**src/rtl/core/mtne_pkg.sv**
```systemverilog
package mtne_pkg;

	localparam int MAX_BINS = 513;
	localparam int IDX_W    = 10;
	localparam int PWR_W    = 40;
	localparam int ADDR_W   = $clog2(MAX_BINS);
	localparam int WSUM_W   = PWR_W + 2;
	localparam int BETA_W   = 17;
	localparam int FRM_W    = 15;
	localparam int FSW_W    = 9;

	localparam logic [FRM_W-1:0]  FRAMES_CAP = 15'd20000;
	localparam logic [BETA_W-1:0] BETA_ONE   = 17'd65536;
	localparam logic [BETA_W-1:0] BETA_FLOOR = 17'd1966;
	localparam logic [PWR_W-1:0]  NOISE_INIT = 40'd256;

	localparam logic [IDX_W-1:0] BINS_RESET = 10'd257;
	localparam logic [IDX_W-1:0] BINS_MIN   = 10'd3;
	localparam logic [IDX_W-1:0] BINS_MAX   = IDX_W'(MAX_BINS);

	// x = 16*S + wsum + 10, divided by 20 as (x >> 2) / 5 in two chunks
	localparam int X_W    = PWR_W + 5;
	localparam int DIV_LO = 22;
	localparam int YH_W   = X_W - 2 - DIV_LO;
	localparam int QH_W   = YH_W - 2;
	localparam int Z_W    = 3 + DIV_LO;
	localparam int M_W    = 25;
	localparam int DIV_SH = 27;
	localparam logic [M_W-1:0] DIV5_M = 25'd26843546;
	localparam int QH_PW  = YH_W + M_W;
	localparam int QL_PW  = Z_W + M_W;

	localparam int NP_W   = BETA_W + PWR_W;
	localparam int NSUM_W = NP_W + 1;
	localparam logic [NSUM_W-1:0] NZ_ROUND = NSUM_W'(32768);

	// configuration port
	localparam int CFG_AW = 3;
	localparam int CFG_DW = 32;
	localparam logic [CFG_AW-3:0] REG_BINS_PER_FRAME = '0;

	// result queue
	localparam int OQ_DEPTH = 8;
	localparam int OQ_AW    = $clog2(OQ_DEPTH);
	localparam int OQ_CW    = $clog2(OQ_DEPTH + 1);

	localparam int OUT_TDATA_W = 96;
	localparam int OUT_PAD_W   = OUT_TDATA_W - IDX_W - 2 * PWR_W;

	typedef struct packed {
		logic [PWR_W-1:0] smooth;
		logic [PWR_W-1:0] rmin;
		logic [PWR_W-1:0] wmin;
		logic [PWR_W-1:0] noise;
	} entry_t;

	localparam int ENTRY_W = $bits(entry_t);
	localparam entry_t ENTRY_INIT = '{smooth: '0, rmin: '0, wmin: '0, noise: NOISE_INIT};

	typedef struct packed {
		logic [IDX_W-1:0]  k;
		logic [WSUM_W-1:0] wsum;
		logic [PWR_W-1:0]  pw;
		logic              last;
		logic              first;
		logic              restart;
		logic [BETA_W-1:0] beta;
	} op_t;

	typedef struct packed {
		logic [IDX_W-1:0] idx;
		logic [PWR_W-1:0] smooth;
		logic [PWR_W-1:0] noise;
		logic             upd;
		logic             last;
	} res_t;

	// round(65536 / n), floored at 0.03
	function automatic logic [BETA_W-1:0] beta_lookup(input logic [FRM_W-1:0] n);
		case (n)
			15'd0, 15'd1: beta_lookup = BETA_ONE;
			15'd2:  beta_lookup = 17'd32768;
			15'd3:  beta_lookup = 17'd21845;
			15'd4:  beta_lookup = 17'd16384;
			15'd5:  beta_lookup = 17'd13107;
			15'd6:  beta_lookup = 17'd10923;
			15'd7:  beta_lookup = 17'd9362;
			15'd8:  beta_lookup = 17'd8192;
			15'd9:  beta_lookup = 17'd7282;
			15'd10: beta_lookup = 17'd6554;
			15'd11: beta_lookup = 17'd5958;
			15'd12: beta_lookup = 17'd5461;
			15'd13: beta_lookup = 17'd5041;
			15'd14: beta_lookup = 17'd4681;
			15'd15: beta_lookup = 17'd4369;
			15'd16: beta_lookup = 17'd4096;
			15'd17: beta_lookup = 17'd3855;
			15'd18: beta_lookup = 17'd3641;
			15'd19: beta_lookup = 17'd3449;
			15'd20: beta_lookup = 17'd3277;
			15'd21: beta_lookup = 17'd3121;
			15'd22: beta_lookup = 17'd2979;
			15'd23: beta_lookup = 17'd2849;
			15'd24: beta_lookup = 17'd2731;
			15'd25: beta_lookup = 17'd2621;
			15'd26: beta_lookup = 17'd2521;
			15'd27: beta_lookup = 17'd2427;
			15'd28: beta_lookup = 17'd2341;
			15'd29: beta_lookup = 17'd2260;
			15'd30: beta_lookup = 17'd2185;
			15'd31: beta_lookup = 17'd2114;
			15'd32: beta_lookup = 17'd2048;
			15'd33: beta_lookup = 17'd1986;
			default: beta_lookup = BETA_FLOOR;
		endcase
	endfunction

	function automatic logic [FSW_W-1:0] window_range(input logic [FRM_W-1:0] n);
		if (n < 15'd100) begin
			window_range = 9'd15;
		end else if (n < 15'd1000) begin
			window_range = 9'd50;
		end else if (n < 15'd10000) begin
			window_range = 9'd150;
		end else begin
			window_range = 9'd300;
		end
	endfunction

endpackage

```
**src/rtl/core/mtne_outq.sv**
```systemverilog
module mtne_outq (
	input  logic                           clk,
	input  logic                           arst_n,
	input  logic                           push,
	input  mtne_pkg::res_t                 push_item,
	output mtne_pkg::res_t                 head,
	output logic                           head_valid,
	input  logic                           head_ready,
	output logic [mtne_pkg::OQ_CW-1:0]     count
);

	mtne_pkg::res_t slots_q [mtne_pkg::OQ_DEPTH];
	logic [mtne_pkg::OQ_AW-1:0] wr_ptr_q;
	logic [mtne_pkg::OQ_AW-1:0] rd_ptr_q;
	logic [mtne_pkg::OQ_CW-1:0] cnt_q;
	logic pop;

	assign head_valid = cnt_q != '0;
	assign head       = slots_q[rd_ptr_q];
	assign pop        = head_valid & head_ready;
	assign count      = cnt_q;

	always_ff @(posedge clk) begin
		if (push) begin
			slots_q[wr_ptr_q] <= push_item;
		end
	end

	always_ff @(posedge clk or negedge arst_n) begin
		if (!arst_n) begin
			wr_ptr_q <= '0;
			rd_ptr_q <= '0;
			cnt_q    <= '0;
		end else begin
			if (push) begin
				wr_ptr_q <= (wr_ptr_q == mtne_pkg::OQ_AW'(mtne_pkg::OQ_DEPTH - 1)) ?
					'0 : wr_ptr_q + 1'b1;
			end
			if (pop) begin
				rd_ptr_q <= (rd_ptr_q == mtne_pkg::OQ_AW'(mtne_pkg::OQ_DEPTH - 1)) ?
					'0 : rd_ptr_q + 1'b1;
			end
			case ({push, pop})
				2'b10: cnt_q <= cnt_q + 1'b1;
				2'b01: cnt_q <= cnt_q - 1'b1;
				default: cnt_q <= cnt_q;
			endcase
		end
	end

endmodule

```
**config.mk**
```make
export PLATFORM = sky130hd
export DESIGN_NAME = mtne_outq
export DESIGN_NICKNAME = d
export VERILOG_FILES = /design/src/rtl/core/mtne_pkg.sv /design/src/rtl/core/mtne_outq.sv
export SDC_FILE = /design/constraint.sdc
export NUM_CORES = 1
export LEC_CHECK = 0
export ABC_AREA = 1
export BUFFER_PORTS_ARGS = -buffer_cell sky130_fd_sc_hd__clkbuf_2
export CORE_UTILIZATION = 65
export DETAILED_ROUTE_END_ITERATION = 16
export PLACE_DENSITY = 0.85
export SYNTH_ARGS = -nofsm -noshare
export SYNTH_HDL_FRONTEND = slang
export SYNTH_SLANG_ARGS = --single-unit
```
**constraint.sdc**
```tcl
create_clock -name clk -period 7.4 [get_ports clk]
set_input_delay 0 -clock clk [delete_from_list [all_inputs] [get_ports clk]]
set_output_delay 0 -clock clk [all_outputs]
set_load 0.03 [all_outputs]
```
======== After elaboration in Yosys (flattened, before gate mapping) ========
Memories as Yosys holds them, arrays and structs flattened.
Cells that the tools add are included.
Widths: inputs -> output; s select.
storage, ports and cells
  output and inout port bits .............. 97
  memories kept ........................... 1
  RAM bits ................................ 736
  flip-flop bits (word level) ............. 10
  logic and storage cells ................. 20
  bits of input ports ..................... 96
operators by class
  reduce and logical (&&, ||, !) cells .... 2
  add/subtract/negate cells ............... 4
  bitwise operators ....................... 1
  equality and inequality tests ........... 4
  multiplexer cells ....................... 5
memory list
  memory   depth  bits a word  rd ports  clocked after Yosys merged registers in  wr ports  line             text
  slots_q  8      92           1         0                                        1         mtne_outq.sv:12  mtne_pkg::res_t slots_q [mtne_pkg::OQ_DEPTH];
operators by type and width
  cell                 number
  $pmux 4 s2           1
  $add 3x1->3 const B  2
  $eq 3x3->1 const B   2
  $mux 3               2
  $add 4x1->4 const B  1
  $reduce_bool 4->1    1
  $sub 4x1->4 const B  1
  $eq 2x1->1 const B   1
  $eq 2x2->1 const B   1
  $mux 1               2
  $reduce_bool 2->1    1
  $and 1x1->1          1

======== Depth between registers and ports, before layout ========
Gate-level depths: netlist of the first run.
  depth in word-level cells ............... 4
  mapped depth ............................ 13
  mapped depth without buffers ............ 13

======== Least setup slack after synthesis of the first run ========
OpenSTA, ideal clock, no wires.
  path type ............................... register -> register
  from .................................... reg wr_ptr_q[1] (netlist bit)
  to ...................................... mem slots_q[0][0] (netlist bit) (enable)
  buffers on the path ..................... 0
  library setup time ...................... 0.544 ns
  slack ................................... 2.474 ns
  arrival time ............................ 4.382 ns
  stages on the path, launching flop included .. 4
  required time ........................... 6.856 ns
  clock period less this slack ............ 4.926 ns
  cell sequence ........................... dfrtp_1 inv_1 nand2_1 nor2_1
RTL lines
  item                    line             text
  start, declared         mtne_outq.sv:13  logic [mtne_pkg::OQ_AW-1:0] wr_ptr_q;
  start signal, assigned  mtne_outq.sv:36  wr_ptr_q <= (wr_ptr_q == mtne_pkg::OQ_AW'(mtne_pkg::OQ_DEPTH - 1)) ?
  end, declared           mtne_outq.sv:12
Straight into the memory's write port.

==> flow_summary.ini, run 1 <==
[sta]
hold_slack_ps = 215
skew_ps = 17.5
slew_viol_final = 0
fmax_mhz = 226
period_minus_slack_ps = 4420
rsz0062_at_grt = false
setup_viol = 0
fin_ws_ps = 2980
hold_violations = 0
worst_pin_slew_ps = 1280
finalCritPeriodShare = 0.597
slew-limit-headroom = 0.144
fin_setup_tns_ps = 0

[clocking]
cts.htree.levels = 3
cts_max_path_buffers = 3
post_cts_buffers = 0
clkLatencyLatePin_ps = 600
numCtsBuffers = 73
cts_hold_buf = 96
cts-root-buf = clkbuf_16
path_clk_slew_ps = 70
cts_tree = built
clock_sinks = 746
post_cts_resized = 0

[finish]
area_delta_synth_final_pct = 15.6
layout-drive-gt1-share = 0.127
final_common_cell = edfxtp_1
layout_common_cells = edfxtp_1 (736), nor2_1 (558), o21ai_0 (331)
fin_cells = 3237
nets = 2689
fin_area_sq_mm = 0.0339

[status]
status = completed

[setup_path]
path_max_fanout = 107
cp.arrival_ps = 4420
worst_setup_path_start_kind = register
crit_type = register to output pin
end_kind = output pin
reg2reg_depth = 4
crit_required_ps = 7400

[place]
place_ws_ps = 3820
hpwl_um = 31000
gp_congestion = 0.758
dpl-instance-area_sq_mm = 0.0306
placed_cells = 3007
port_buffers = 192

[global_routing]
grt_usage = 0.286
use_met2 = 0.478
antenna_found_initial = 4
busiest_layer = met2
grtUsageMet3 = 0.0512
grt_first_pass_wirelength_um = 102000
grt_pass1_vias = 18800
use_met1 = 0.376
grt_remaining_overflow = 0
grt_max_degree = 222

[die]
dieHeight_um = 214
die_w_um = 214
start_util = 0.661
core_area_sq_mm = 0.0443
die-area_sq_mm = 0.0459
ioPinCount = 193
core.rowCount = 77

[yosys]
postSynthCellCount = 2342
synth_mux_area_frac = 0
synth_compound_area_frac = 0.0957
synth_top_family_by_area = simple AND/OR/NAND/NOR gates
synth-xor-area-share = 0.000896
synthDistinctLibCells = 20
yosys.area_share.simple = 0.112
yosysSeqAreaShare = 0.763
ys_seq_elements = 746
avgSynthCellArea_sq_um = 12.5
synth_fp_nets = 2445
synth_fa_ha_area_frac = 0.00299
synth_warnings = 0
syn_area_sq_mm = 0.0293

[run]
cap_viol_max_count = 0

[route]
vias_per_cell = 5.90
vias = 19100
drc_errors = 0
drt-initial-drc-count = 2297
wl_um = 65700
ant_nets = 0
wl_per_cell_um = 20.3
first_pass_iters = 6

[hold_path]
hold_class = input port to register
hold_path_depth = 2

[power_and_ir_drop]
powerDensity_mw_per_mm2 = 416
p_leak_nw = 12.0
ir_worst_vdd_mv = 0.344
==> cell type report <==
class,instances,area [sq um]
fillers,2578,10400
well taps,592,741
clock buffers,84,1950
multi-input cells,1442,6260
clock inverters,47,383
flip-flops and latches,746,22400
diodes,3,7.51
inverters,12,53.8
repair buffers,311,2130
==> worst paths after layout <==
path                                from        endpoint  slack (ps)
max                          rd_ptr_q[0]        head[66]        2980
min                        push_item[73]  slots_q[6][73]         220
max reg2reg                  wr_ptr_q[0]  slots_q[1][22]        4240
min reg2reg                     count[3]        count[3]         560
max in group asynchronous         arst_n     rd_ptr_q[1]        6590
min in group asynchronous         arst_n        count[3]         440
==> power breakdown <==
group          leakage, nW  switching (mW)  internal [mW]
Combinational         4.05            3.72           1.29
Clock                 1.15            1.52           2.10
Sequential            6.80           0.266           5.19
==> cell families (layout without fill, tap and decap cells) <==
kind of cell / after synthesis / in the layout
flops: 746 / 746
fa+ha+maj: 7 / 7
compound gates: 560 / 560
other cells: 0 / 3
xor+xnor: 3 / 3
buf+inv: 154 / 454
simple gates: 872 / 872
==> through the flow <==
stage          utilization  total power, mW
6_report             0.765             14.1
5_1_grt              0.765             14.8
2_1_floorplan            -             9.06
3_5_place_dp         0.690             10.4
3_3_place_gp         0.690             10.2
4_1_cts              0.765             14.1
==> state kept, by name, summed over array words and instances, names as in the netlist <==
| register | cells |
|---|---|
| wr_ptr_q | 3 |
| rd_ptr_q | 3 |
| slots_q | 736 |
| count | 4 |
==> metal layers <==
metal / vias to the layer above / part of all wire
met5: - / 0.00015
met3: 169 / 0.081
met4: 2 / 0.031
met1: 9219 / 0.39
li1: 8769 / -
met2: 936 / 0.50
==> critical path, stage by stage, from the launching register on <==
cell and delay, ps:
dfrtp_4 910, buf_4 920, buf_4 820, nor2_1 120, nor2_1 150, o21ai_0 170, o21ai_0 170, nand2_1 70
nand2_1 110, clkbuf_2 210
==> Yosys cell counts, drive strengths merged <==
cell type | number | area share
buf | 62 | 0.014
nand3 | 3 | 0.00051
o21ai | 558 | 0.095
edfxtp | 736 | 0.75
dfrtp | 10 | 0.0085
inv | 12 | 0.0016
nor2 | 566 | 0.072
xor2 | 1 | 0.00030
ha | 7 | 0.0030
nand2 | 303 | 0.039
o21a | 1 | 0.00026
xnor2 | 2 | 0.00060
a21oi | 1 | 0.00017
clkbuf | 80 | 0.010
No activity file was read; power rests on OpenSTA's default activity.
==> run 2, diff against run 1 <==
--- a/config.mk
+++ b/config.mk
@@ -7,9 +7,9 @@
 export LEC_CHECK = 0
 export ABC_AREA = 1
 export BUFFER_PORTS_ARGS = -buffer_cell sky130_fd_sc_hd__clkbuf_2
-export CORE_UTILIZATION = 65
+export CORE_UTILIZATION = 60
 export DETAILED_ROUTE_END_ITERATION = 16
-export PLACE_DENSITY = 0.85
+export PLACE_DENSITY = 0.79
 export SYNTH_ARGS = -nofsm -noshare
 export SYNTH_HDL_FRONTEND = slang
 export SYNTH_SLANG_ARGS = --single-unit
==> constraint.sdc (replaced) <==
create_clock -name clk -period 4.2 [get_ports clk]
set_input_delay 0 -clock clk [delete_from_list [all_inputs] [get_ports clk]]
set_output_delay 0 -clock clk [all_outputs]
set_load 0.03 [all_outputs]
==> run 2 against run 1 <==
Wire length rose by 0.77%. Utilization fell by 5.7 points. Clock-buffer cell count is 11 higher. Clock skew shrank 3.4 ps. Critical path type unchanged. Largest cell class unchanged.
==> flow_summary.ini, run 2 (synthesized netlist as in run 1, its figures left out) <==
[setup_path]
cp.arrival_ps = 3120
worst_setup_path_start_kind = register
crit_required_ps = 4200
crit_type = register to output pin
end_kind = output pin
path_max_fanout = 272

[finish]
finish.utilization = 0.708
layout_common_cells = edfxtp_1 (736), nor2_1 (558), o21ai_0 (331)
multi_input_area_sq_mm = 0.00626
layout-drive-gt1-share = 0.122
seq_area_sq_mm = 0.0224
top_register = slots_q
area_delta_synth_final_pct = 15.8
nets = 2695
final_common_cell = edfxtp_1
nFillCells = 3084
largest_reg_flops = 736

[clocking]
numCtsBuffers = 73
post_cts_resized = 0
cts_tree = built
clkLatencyLatePin_ps = 610
cts.htree.levels = 3
post_cts_buffers = 0
cts_hold_buf = 96
clock_sinks = 746
cts_max_path_buffers = 3
path_clk_slew_ps = 60
cts-root-buf = clkbuf_16

[die]
core.rowCount = 80
ioPinCount = 193
die_w_um = 223
dieHeight_um = 223
core_area_sq_mm = 0.0479
die-area_sq_mm = 0.0497
start_util = 0.611

[power_and_ir_drop]
power.internal_mw = 15.0
p_sw_mw = 9.66
p_leak_nw = 12.0
powerDensity_mw_per_mm2 = 726
swShare = 0.392
power_mw = 24.6
power_frac_clock = 0.246
p_comb_frac = 0.366
ir_worst_vdd_mv = 0.932
p_seq_frac = 0.388

[route]
wl_um = 66200
drt-initial-drc-count = 2087
top_layer = met4
drc_errors = 0
ant_nets = 0
first_pass_iters = 5
vias_per_cell = 5.88
met2_length_um = 33500
wl_per_cell_um = 20.3
vias = 19200
wl_met1_um = 26200
met3_length_um = 4730

[place]
hpwl_um = 33600
gp_congestion = 0.766
port_buffers = 192

[global_routing]
grt_max_degree = 273
antenna_found_initial = 1
grt_usage = 0.265
grt_first_pass_wirelength_um = 101000
grt_remaining_overflow = 0
grt_pass1_vias = 18700

[sta]
finalCritPeriodShare = 0.742
period_minus_slack_ps = 3120
worst_pin_slew_ps = 1360
skew_ps = 14.1
slew-limit-headroom = 0.0922
hold_violations = 0
slew_viol_final = 0
setup_viol = 0
fmax_mhz = 321
rsz0062_at_grt = false

[status]
status = completed

[run]
cap_viol_max_count = 0

[hold_path]
hold_class = input port to register
## run 2: cell types whose count changed in the layout (fill, tap and decap cells not counted), moves of 2 or more
cell / change
buf_12: +10
buf_4: -4
bufinv_16: -4
clkbuf_1: +11
clkinv_1: +3
clkinv_2: -10
clkinvlp_4: -3
diode_2: -2
## run 2: metal layers
metal,GRT usage,up-vias
li1,-,8780
met1,0.343,9412
met2,0.450,846
met3,0.0475,136
met4,0.101,0
met5,0,-
## run 2: power by group through the flow
stage	logic [mW]	clock network (mW)	registers, mW
3_3_place_gp	8.60	0	9.64
4_1_cts	9.03	6.12	9.54
5_1_grt	9.83	6.39	9.61
3_5_place_dp	8.85	0	9.69
2_1_floorplan	6.36	0	9.58
6_report	9.02	6.06	9.55
## run 2: final cells by class
type | instances | area share
timing repair buffer | 317 | 0.0678
multi-input combinational | 1442 | 0.184
sequential | 746 | 0.659
clock inverter | 32 | 0.00568
antenna | 1 | 0.0000737
inverter | 12 | 0.00173
clock buffer | 95 | 0.0588
tap | 615 | 0.0227
## run 2: metrics by stage
| stage | hold WS, ps | TNS (ps) | area [sq um] | std cells | setup WS (ps) |
|---|---|---|---|---|---|
| 6_report | 205 | 0 | 33900 | 3260 | 1080 |
| 5_1_grt | 212 | 0 | 33900 | 3259 | 959 |
| 4_1_cts | 177 | 0 | 33900 | 3259 | 1120 |
| 3_5_place_dp | -113 | 0 | 30800 | 3036 | 1760 |
| 3_3_place_gp | -116 | 0 | 30800 | 3036 | 1840 |
| 2_1_floorplan | -296 | -331120 | 29300 | 2342 | -721 |
## run 2: final timing paths
check / from / endpoint / slack [ps] / cells past startpoint
worst max-delay path: rd_ptr_q[0] / head[54] / 1080 / 8
worst min-delay path: push_item[42] / slots_q[1][42] / 200 / 2
worst max register to register: rd_ptr_q[2] / rd_ptr_q[2] / 1860 / 3
worst min register to register: wr_ptr_q[0] / wr_ptr_q[0] / 560 / 1
max in group asynchronous: arst_n / rd_ptr_q[2] / 3390 / 3
min in group asynchronous: arst_n / rd_ptr_q[1] / 440 / 3
## run 2: critical path, cell delays in order (launching register included)
cell and delay (ps):
dfrtp_4 470, buf_12 630, nor2_1 190, nor2_1 180
o21ai_0 120, o21ai_0 120, nand2_1 70, nand2_1 100
clkbuf_2 200
